`config.mk`:
```
export PLATFORM = sky130hd
export DESIGN_NAME = pending_transaction_table_ttl
export DESIGN_NICKNAME = d
export VERILOG_FILES = /design/src/hw/rtl/ptt_pkg.sv /design/src/hw/rtl/ptt_front.sv /design/src/hw/rtl/ptt_back.sv /design/src/hw/rtl/pending_transaction_table_ttl.sv
export SDC_FILE = /design/constraint.sdc
export NUM_CORES = 2
export LEC_CHECK = 0
export BUFFER_PORTS_ARGS = -buffer_cell sky130_fd_sc_hd__buf_2
export CAP_MARGIN = 10
export CORE_ASPECT_RATIO = 1.75
export CORE_UTILIZATION = 60
export CTS_BUF_LIST = sky130_fd_sc_hd__clkbuf_8
export CTS_CLUSTER_DIAMETER = 100
export DETAILED_ROUTE_END_ITERATION = 10
export HOLD_SLACK_MARGIN = 0.03
export PLACE_DENSITY = 0.86
export SLEW_MARGIN = 20
export SYNTH_ARGS = -nofsm -noshare
export SYNTH_HDL_FRONTEND = slang
export SYNTH_SLANG_ARGS = --single-unit
export TNS_END_PERCENT = 30
```
`constraint.sdc`:
```
create_clock -name clk -period 19.2 [get_ports clk]
set_input_delay 2.88 -clock clk [delete_from_list [all_inputs] [get_ports clk]]
set_output_delay 2.88 -clock clk [all_outputs]
set_load 0.1 [all_outputs]
```
`src/hw/rtl/ptt_pkg.sv`:
```
// shared types and codes for the pending transaction table
// no dependencies
package ptt_pkg;

  localparam logic [2:0] KIND_ADD    = 3'd0;
  localparam logic [2:0] KIND_DELETE = 3'd1;
  localparam logic [2:0] KIND_LOOKUP = 3'd2;
  localparam logic [2:0] KIND_SETTTL = 3'd3;
  localparam logic [2:0] KIND_TICK   = 3'd4;
  localparam logic [2:0] KIND_PURGE  = 3'd5;

  localparam logic [15:0] TTL_RESET = 16'd10;

  typedef struct packed {
    logic [2:0]  kind;
    logic [15:0] txn_id;
    logic [7:0]  iface_id;
    logic [7:0]  func_id;
    logic [15:0] parent_txn;
    logic [7:0]  parent_state;
    logic [15:0] ttl_value;
  } req_t;

  typedef struct packed {
    logic        found;
    logic        table_full;
    logic [7:0]  hit_iface;
    logic [7:0]  hit_func;
    logic [15:0] hit_parent;
    logic [7:0]  hit_parent_state;
    logic [15:0] hit_ttl;
    logic [4:0]  removed_count;
  } rsp_t;

  // one table entry
  typedef struct packed {
    logic [15:0] txn;
    logic [7:0]  iface;
    logic [7:0]  func;
    logic [15:0] parent;
    logic [7:0]  pstate;
    logic [15:0] ttl;
  } entry_t;

  // classified command from front to back
  typedef struct packed {
    logic        is_add;
    logic        is_delete;
    logic        is_lookup;
    logic        is_setttl;
    logic        is_tick;
    logic        is_purge;
    req_t        req;
  } cmd_t;

endpackage

```
`src/hw/rtl/ptt_front.sv`:
```
// front end: accepts items, classifies the kind, holds a two-entry command queue
// depends on ptt_pkg
module ptt_front import ptt_pkg::*; (
  input  logic clk,
  input  logic rst,
  input  logic in_valid,
  output logic in_stall,
  input  req_t in_req,
  output logic cmd_valid,
  input  logic cmd_take,
  output cmd_t cmd
);

  cmd_t       q [2];
  logic       wr_ptr;
  logic       rd_ptr;
  logic [1:0] fill;
  cmd_t       c;
  logic       push;
  logic       pop;

  always_comb begin
    c = '0;
    c.req = in_req;
    unique case (in_req.kind)
      KIND_ADD:    c.is_add = 1'b1;
      KIND_DELETE: c.is_delete = 1'b1;
      KIND_LOOKUP: c.is_lookup = 1'b1;
      KIND_SETTTL: c.is_setttl = 1'b1;
      KIND_TICK:   c.is_tick = 1'b1;
      KIND_PURGE:  c.is_purge = 1'b1;
      default:     c.is_add = 1'b0;
    endcase
  end

  assign in_stall  = fill[1];
  assign push      = in_valid && !in_stall;
  assign cmd_valid = fill != 2'd0;
  assign pop       = cmd_valid && cmd_take;
  assign cmd       = q[rd_ptr];

  always_ff @(posedge clk) begin
    if (push) q[wr_ptr] <= c;
    if (rst) begin
      wr_ptr <= 1'b0;
      rd_ptr <= 1'b0;
      fill   <= 2'd0;
    end else begin
      if (push) wr_ptr <= ~wr_ptr;
      if (pop) rd_ptr <= ~rd_ptr;
      fill <= fill + {1'b0, push} - {1'b0, pop};
    end
  end

endmodule

```
`src/hw/rtl/ptt_back.sv`:
```
// back end: table storage and the per-slot scan that carries out each command
// depends on ptt_pkg
module ptt_back import ptt_pkg::*; #(
  parameter int TABLE_DEPTH = 16
) (
  input  logic        clk,
  input  logic        rst,
  input  logic [15:0] ttl_default,
  input  logic        cmd_valid,
  output logic        cmd_take,
  input  cmd_t        cmd,
  output logic        out_valid,
  input  logic        out_stall,
  output rsp_t        out_rsp,
  output logic [$clog2(TABLE_DEPTH+1)-1:0] live_count
);

  localparam int IW = $clog2(TABLE_DEPTH);
  localparam int CW = $clog2(TABLE_DEPTH+1);

  localparam logic [1:0] ST_IDLE = 2'd0;
  localparam logic [1:0] ST_SCAN = 2'd1;
  localparam logic [1:0] ST_DONE = 2'd2;

  localparam rsp_t RSP_FULL = '{table_full: 1'b1, default: '0};

  entry_t     slot [TABLE_DEPTH];
  logic [1:0] state;
  cmd_t       cur;
  logic [CW-1:0] idx;   // read position
  logic [CW-1:0] keep;  // write position while compacting
  logic       hit;
  logic [4:0] removed;
  rsp_t       rsp;
  entry_t     e;

  assign e        = slot[idx[IW-1:0]];
  assign cmd_take = (state == ST_IDLE) && cmd_valid && !(out_valid && out_stall);

  always_ff @(posedge clk) begin
    if (rst) begin
      state      <= ST_IDLE;
      live_count <= '0;
      out_valid  <= 1'b0;
    end else begin
      if (out_valid && !out_stall && state != ST_DONE) out_valid <= 1'b0;
      unique case (state)
        ST_IDLE: begin
          if (cmd_take) begin
            cur     <= cmd;
            idx     <= cmd.is_add ? live_count : '0;
            keep    <= '0;
            hit     <= 1'b0;
            removed <= '0;
            rsp     <= (cmd.is_add && live_count == CW'(TABLE_DEPTH)) ? RSP_FULL : '0;
            if (cmd.is_add && live_count == CW'(TABLE_DEPTH)) begin
              state <= ST_DONE;
            end else if (cmd.is_add || cmd.is_delete || cmd.is_lookup ||
                         cmd.is_setttl || cmd.is_tick || cmd.is_purge) begin
              state <= ST_SCAN;
            end else begin
              state <= ST_DONE;
            end
          end
        end
        ST_SCAN: begin
          if (cur.is_add) begin
            // shift down one place from the tail, then write the head
            if (idx == '0) begin
              slot[0] <= '{cur.req.txn_id, cur.req.iface_id, cur.req.func_id,
                           cur.req.parent_txn, cur.req.parent_state, ttl_default};
              live_count <= live_count + 1'b1;
              rsp.found  <= 1'b1;
              state      <= ST_DONE;
            end else begin
              slot[idx[IW-1:0]] <= slot[idx[IW-1:0] - 1'b1];
              idx <= idx - 1'b1;
            end
          end else if (idx >= live_count) begin
            if (cur.is_purge) begin
              live_count        <= keep;
              rsp.removed_count <= removed;
            end else if (cur.is_delete && hit) begin
              live_count        <= live_count - 1'b1;
              rsp.removed_count <= 5'd1;
            end
            state <= ST_DONE;
          end else begin
            if (cur.is_tick) begin
              idx <= idx + 1'b1;
              if (e.ttl != 16'd0) slot[idx[IW-1:0]].ttl <= e.ttl - 1'b1;
            end else if (cur.is_purge) begin
              idx <= idx + 1'b1;
              if (e.ttl == 16'd0) removed <= removed + 1'b1;
              else begin
                slot[keep[IW-1:0]] <= e;
                keep <= keep + 1'b1;
              end
            end else if (cur.is_delete && hit) begin
              // close the gap left by the removed entry
              idx <= idx + 1'b1;
              slot[idx[IW-1:0] - 1'b1] <= e;
            end else if (e.txn == cur.req.txn_id) begin
              hit                  <= 1'b1;
              rsp.found            <= 1'b1;
              rsp.hit_iface        <= e.iface;
              rsp.hit_func         <= e.func;
              rsp.hit_parent       <= e.parent;
              rsp.hit_parent_state <= e.pstate;
              if (cur.is_setttl) begin
                slot[idx[IW-1:0]].ttl <= cur.req.ttl_value;
                rsp.hit_ttl <= cur.req.ttl_value;
              end else begin
                rsp.hit_ttl <= e.ttl;
              end
              idx <= cur.is_delete ? idx + 1'b1 : live_count;
            end else begin
              idx <= idx + 1'b1;
            end
          end
        end
        ST_DONE: begin
          if (!(out_valid && out_stall)) begin
            out_rsp   <= rsp;
            out_valid <= 1'b1;
            state     <= ST_IDLE;
          end
        end
        default: state <= ST_IDLE;
      endcase
    end
  end

endmodule

```
`src/hw/rtl/pending_transaction_table_ttl.sv`:
```
// top level of the pending transaction table with ttl aging
// depends on ptt_pkg, ptt_front, ptt_back
//
// usage:
//   input channel in_valid/in_stall/in_req carries one command item
//   (add, delete, lookup, set ttl, tick, purge); output channel
//   out_valid/out_stall/out_rsp returns exactly one result item per command.
//   ttl_default_we/ttl_default write the default ttl (10 after reset).
// operation:
//   a front queue of two items takes commands while the back end works.
//   the back end walks the live slots one per cycle through the single
//   table read port and takes no new command until its result is out;
//   lookups stop at the first match, unknown kinds and refused adds
//   skip the scan.
// reset:
//   synchronous rst empties the table and the queue and restores the default ttl.
// stall:
//   a result waits in the output register while out_stall is high; the back
//   end holds its next result, and the queue fills and then stalls the input.
module pending_transaction_table_ttl import ptt_pkg::*; #(
  parameter int TABLE_DEPTH = 16
) (
  input  logic        clk,
  input  logic        rst,
  input  logic        ttl_default_we,
  input  logic [15:0] ttl_default,
  input  logic        in_valid,
  output logic        in_stall,
  input  req_t        in_req,
  output logic        out_valid,
  input  logic        out_stall,
  output rsp_t        out_rsp
);

  logic [15:0] ttl_reg;
  logic        cmd_valid;
  logic        cmd_take;
  cmd_t        cmd;
  logic [$clog2(TABLE_DEPTH+1)-1:0] live_count;

  always_ff @(posedge clk) begin
    if (rst) ttl_reg <= TTL_RESET;
    else if (ttl_default_we) ttl_reg <= ttl_default;
  end

  ptt_front u_front (
    .clk, .rst, .in_valid, .in_stall, .in_req,
    .cmd_valid, .cmd_take, .cmd
  );

  ptt_back #(.TABLE_DEPTH(TABLE_DEPTH)) u_back (
    .clk, .rst, .ttl_default(ttl_reg), .cmd_valid, .cmd_take, .cmd,
    .out_valid, .out_stall, .out_rsp, .live_count
  );

  a_live_bound: assert property (@(posedge clk) disable iff (rst)
    live_count <= ($clog2(TABLE_DEPTH+1))'(TABLE_DEPTH))
    else $error("live count beyond table depth");

  a_full_no_found: assert property (@(posedge clk) disable iff (rst)
    out_valid |-> !(out_rsp.found && out_rsp.table_full))
    else $error("result both found and full");

  a_out_hold: assert property (@(posedge clk) disable iff (rst)
    out_valid && out_stall |=> out_valid && $stable(out_rsp))
    else $error("stalled result changed");

endmodule
```
==> impl_metrics.csv <==
group,metric,value,unit
critical_path,crit_type,"reg -> reg",
drt,wl_per_cell,32.2,um
power,leakage,25.1,nW
floorplanning,initial_core_util,60.6,%
power,power,11.6,mW
logic_synthesis,synth_common_cells,"edfxtp_1, mux4_2, nand2_1",
logic_synthesis,yosysTopAreaCell,"edfxtp_1",
logic_synthesis,yosysWarnings,0,
sta,period_share,43.6,%
cts,path_clk_slew,0.07,ns
cts,clk_latency,0.93,ns
logic_synthesis,synth_edf_count,1527,
layout,reg_top3,"u_back.slot x1152, u_front.q x156, u_back.cur x77",
logic_synthesis,postSynthAreaPerCell,18.3,um2
logic_synthesis,synth.most_common_cell,"edfxtp_1",
critical_path,end_kind,"flip-flop",
floorplanning,core_area,116000,um2
logic_synthesis,synthFlopType,"edfxtp_1",
sta,rsz0062_at_grt,"false",
layout,drive_gt1_share,30.9,%
layout,fillers,7135,
logic_synthesis,async_flop_share,0,%
logic_synthesis,synth_top_area_share,65.4,%
cts,cts_buffers,208,
cts,max-clock-path-buffers,3,
critical_path,crit_fanout,116,
logic_synthesis,synth_seq_area_share,66.4,%
drt,drc,0,
power,clkPwrFrac,21.6,%
placed_design,placed_cells,5337,
sta,timing_hold_violations_final,0,
critical_path,cp_common_cell,"buf_4",
layout,nNetsFinal,4160,
floorplanning,die_h,454,um
critical_path,r2r_slack,10.82,ns
logic_synthesis,ys_ff_latch,1560,
power,swShare,35.9,%
sta,slew_headroom,23.3,%
hold_path,hold-path-endpoint,"u_back.out_rsp[28]",
logic_synthesis,syn_inst,3835,
hold_path,hold_path_startpoint,"u_back.rsp[28]",
cts,cts_tree,"yes",
sta,tightest_slew,1.15,ns
power,p_int,7.41,mW
power,peakVddDrop,0.000273,V
floorplanning,ios,161,
grt,gr-usage-all-layers,31.5,%
drt,drtIter0Drc,5621,
sta,finalSetupTns,0,ns
critical_path,critical_path.max_stage_delay,0.96,ns
power,p_sw,4.14,mW
grt,antenna_found_initial,4,
cts,h-tree-depth,4,
hold_path,hold_path_class,"reg -> reg",
sta,finalMaxSlewViolations,0,
floorplanning,rows,165,
critical_path,rr_endpoint,"u_back.slot[12][60]",
grt,grt_max_degree,134,
critical_path,crit_chain,"buf_12, buf_4, nor2b_1, a22oi_1, nand2_1, xor2_1, o211ai_1, or4_1, o31a_4, nand2_4, a221oi_2, nor3_2, buf_4",
floorplanning,die_area,118000,um2
placed_design,dp_hpwl,108000,um
power,power_density,150,nW/um2
logic_synthesis,synthesis.nets,3946,
layout,largest_reg_flops,1152,
sta,clock_skew,0.0499,ns
power,sequentialPowerShare,39.1,%
drt,dr.pass1.iters,8,
drt,postRouteAntennaNets,0,
cts,hold_buffers,0,
critical_path,reg2reg_depth,13,
critical_path,timing.critical_path.slowest_stage_cell,"nor3_2",
power,combPwrFrac,39.3,%
critical_path,crit_required,19.71,ns
drt,num_vias,41461,
cts,root_buffer,"clkbuf_8",
critical_path,critPathArrivalTime,8.88,ns
layout,syn2layout_area_growth,9.76,%
logic_synthesis,syn_area,70100,um2
grt,grt_pass1_vias,42794,
placed_design,gp_congestion,0.917,
placed_design,place_area,72700,um2
cts,post_cts_resized,0,
floorplanning,dieWidth,260,um
cts,postCtsSetupRepairBufs,0,
hold_path,hold_depth,0,
cts,cts.sinks,1560,
grt,grt_pass1_wl,269000,um
drt,finalWirelength,184000,um
drt,vias_per_cell,7.25,
flow_run,drv_cap,0,
logic_synthesis,synth_cell_type_count,70,
layout,regMostFlops,"u_back.slot",
sta,whs,0.409,ns
layout,stdcell_area,76900,um2
sta,setup_violations,0,
layout,finalNonFillerCells,5718,
logic_synthesis,synth_area_leaders,"edfxtp_1, mux4_2, mux2i_1",
outcome,status,"completed",
sta,fmax,119,MHz
sta,period_needed,8.38,ns
grt,overflow,0,
placed_design,port-buffer-count,160,
critical_path,worst_setup_path_start_kind,"flip-flop",
[how the worst max path moves through the flow]
stage | end | depth (start not counted) | startpoint | slack [ns]
after global placement | u_back.slot[13][49] | 13 | flip-flop | 11.07
after detailed placement | u_back.slot[13][48] | 13 | flip-flop | 10.85
after CTS | u_back.slot[13][60] | 13 | flip-flop | 10.77
after floorplan | u_back.slot[10][16] | 20 | flip-flop | 8.51
after global routing | u_back.slot[12][60] | 13 | flip-flop | 10.49
final | u_back.slot[12][60] | 13 | flip-flop | 10.82
[cells in the final DEF (no fill, tap or decap), drive strengths merged, types with 30 or more instances in the layout]
master,instances
mux2i,161
a21oi,58
edfxtp,1527
and2,49
and3,67
nor2,109
mux2,91
mux4,597
nand3,39
buf,273
clkinv,87
nand2,360
o21ai,83
dfxtp,33
a31oi,66
inv,74
xnor2,32
nor3,30
clkbuf,214
[area by class of cell]
type / count / area [um2] / area share, %
diodes: 2 / 5.00 / 0.00651
clock buffers: 213 / 2930 / 3.81
multi-input cells: 1985 / 22600 / 29.4
flip-flops and latches: 1560 / 46500 / 60.5
inverters: 20 / 75.1 / 0.0976
clock inverters: 161 / 1160 / 1.51
repair buffers: 274 / 1740 / 2.27
well taps: 1503 / 1880 / 2.44
[stage by stage]
| stage | setup WS (ns) | util [%] |
|---|---|---|
| detailed placement | 10.85 | 62.9 |
| global route | 10.49 | 66.5 |
| global placement | 11.07 | 62.9 |
| CTS | 10.77 | 66.5 |
| finish | 10.82 | 66.5 |
| floorplan | 8.51 | - |
[power by group through the flow]
| stage | logic [mW] | registers, mW | clock network (mW) |
|---|---|---|---|
| floorplan | 3.17 | 4.51 | 0 |
| global route | 4.73 | 4.53 | 2.64 |
| finish | 4.54 | 4.52 | 2.50 |
| global placement | 4.31 | 4.57 | 0 |
| detailed placement | 4.44 | 4.58 | 0 |
| CTS | 4.47 | 4.51 | 2.52 |
[critical path: cells and delay by family, from the launching register on]
| family | cells | cell delay, ns |
|---|---|---|
| flops | 1 | 0.63 |
| xor+xnor | 1 | 0.18 |
| buf+inv | 3 | 2.40 |
| simple gates | 5 | 3.30 |
| compound gates | 4 | 1.16 |
[kinds of logic after synthesis]
group                      Yosys count  share of synthesized area, %
AOI/OAI and AO/OA                  336                          3.11
and+or+nand+nor                    735                          4.91
buffers and inverters              290                          1.78
muxes                              849                          22.9
adders and majority gates           15                         0.268
xor gates and xnor gates            50                         0.625
DFF                               1560                          66.4
[metal layers]
layer | vias up | GRT usage [%] | share of wire, %
met5 | - | 0 | 0
met4 | 0 | 22.8 | 7.9
met3 | 855 | 6.85 | 11
met2 | 3548 | 52.2 | 50
met1 | 20779 | 36.4 | 31
li1 | 16279 | - | -
Note: power is estimated with default switching activity, not from simulation.
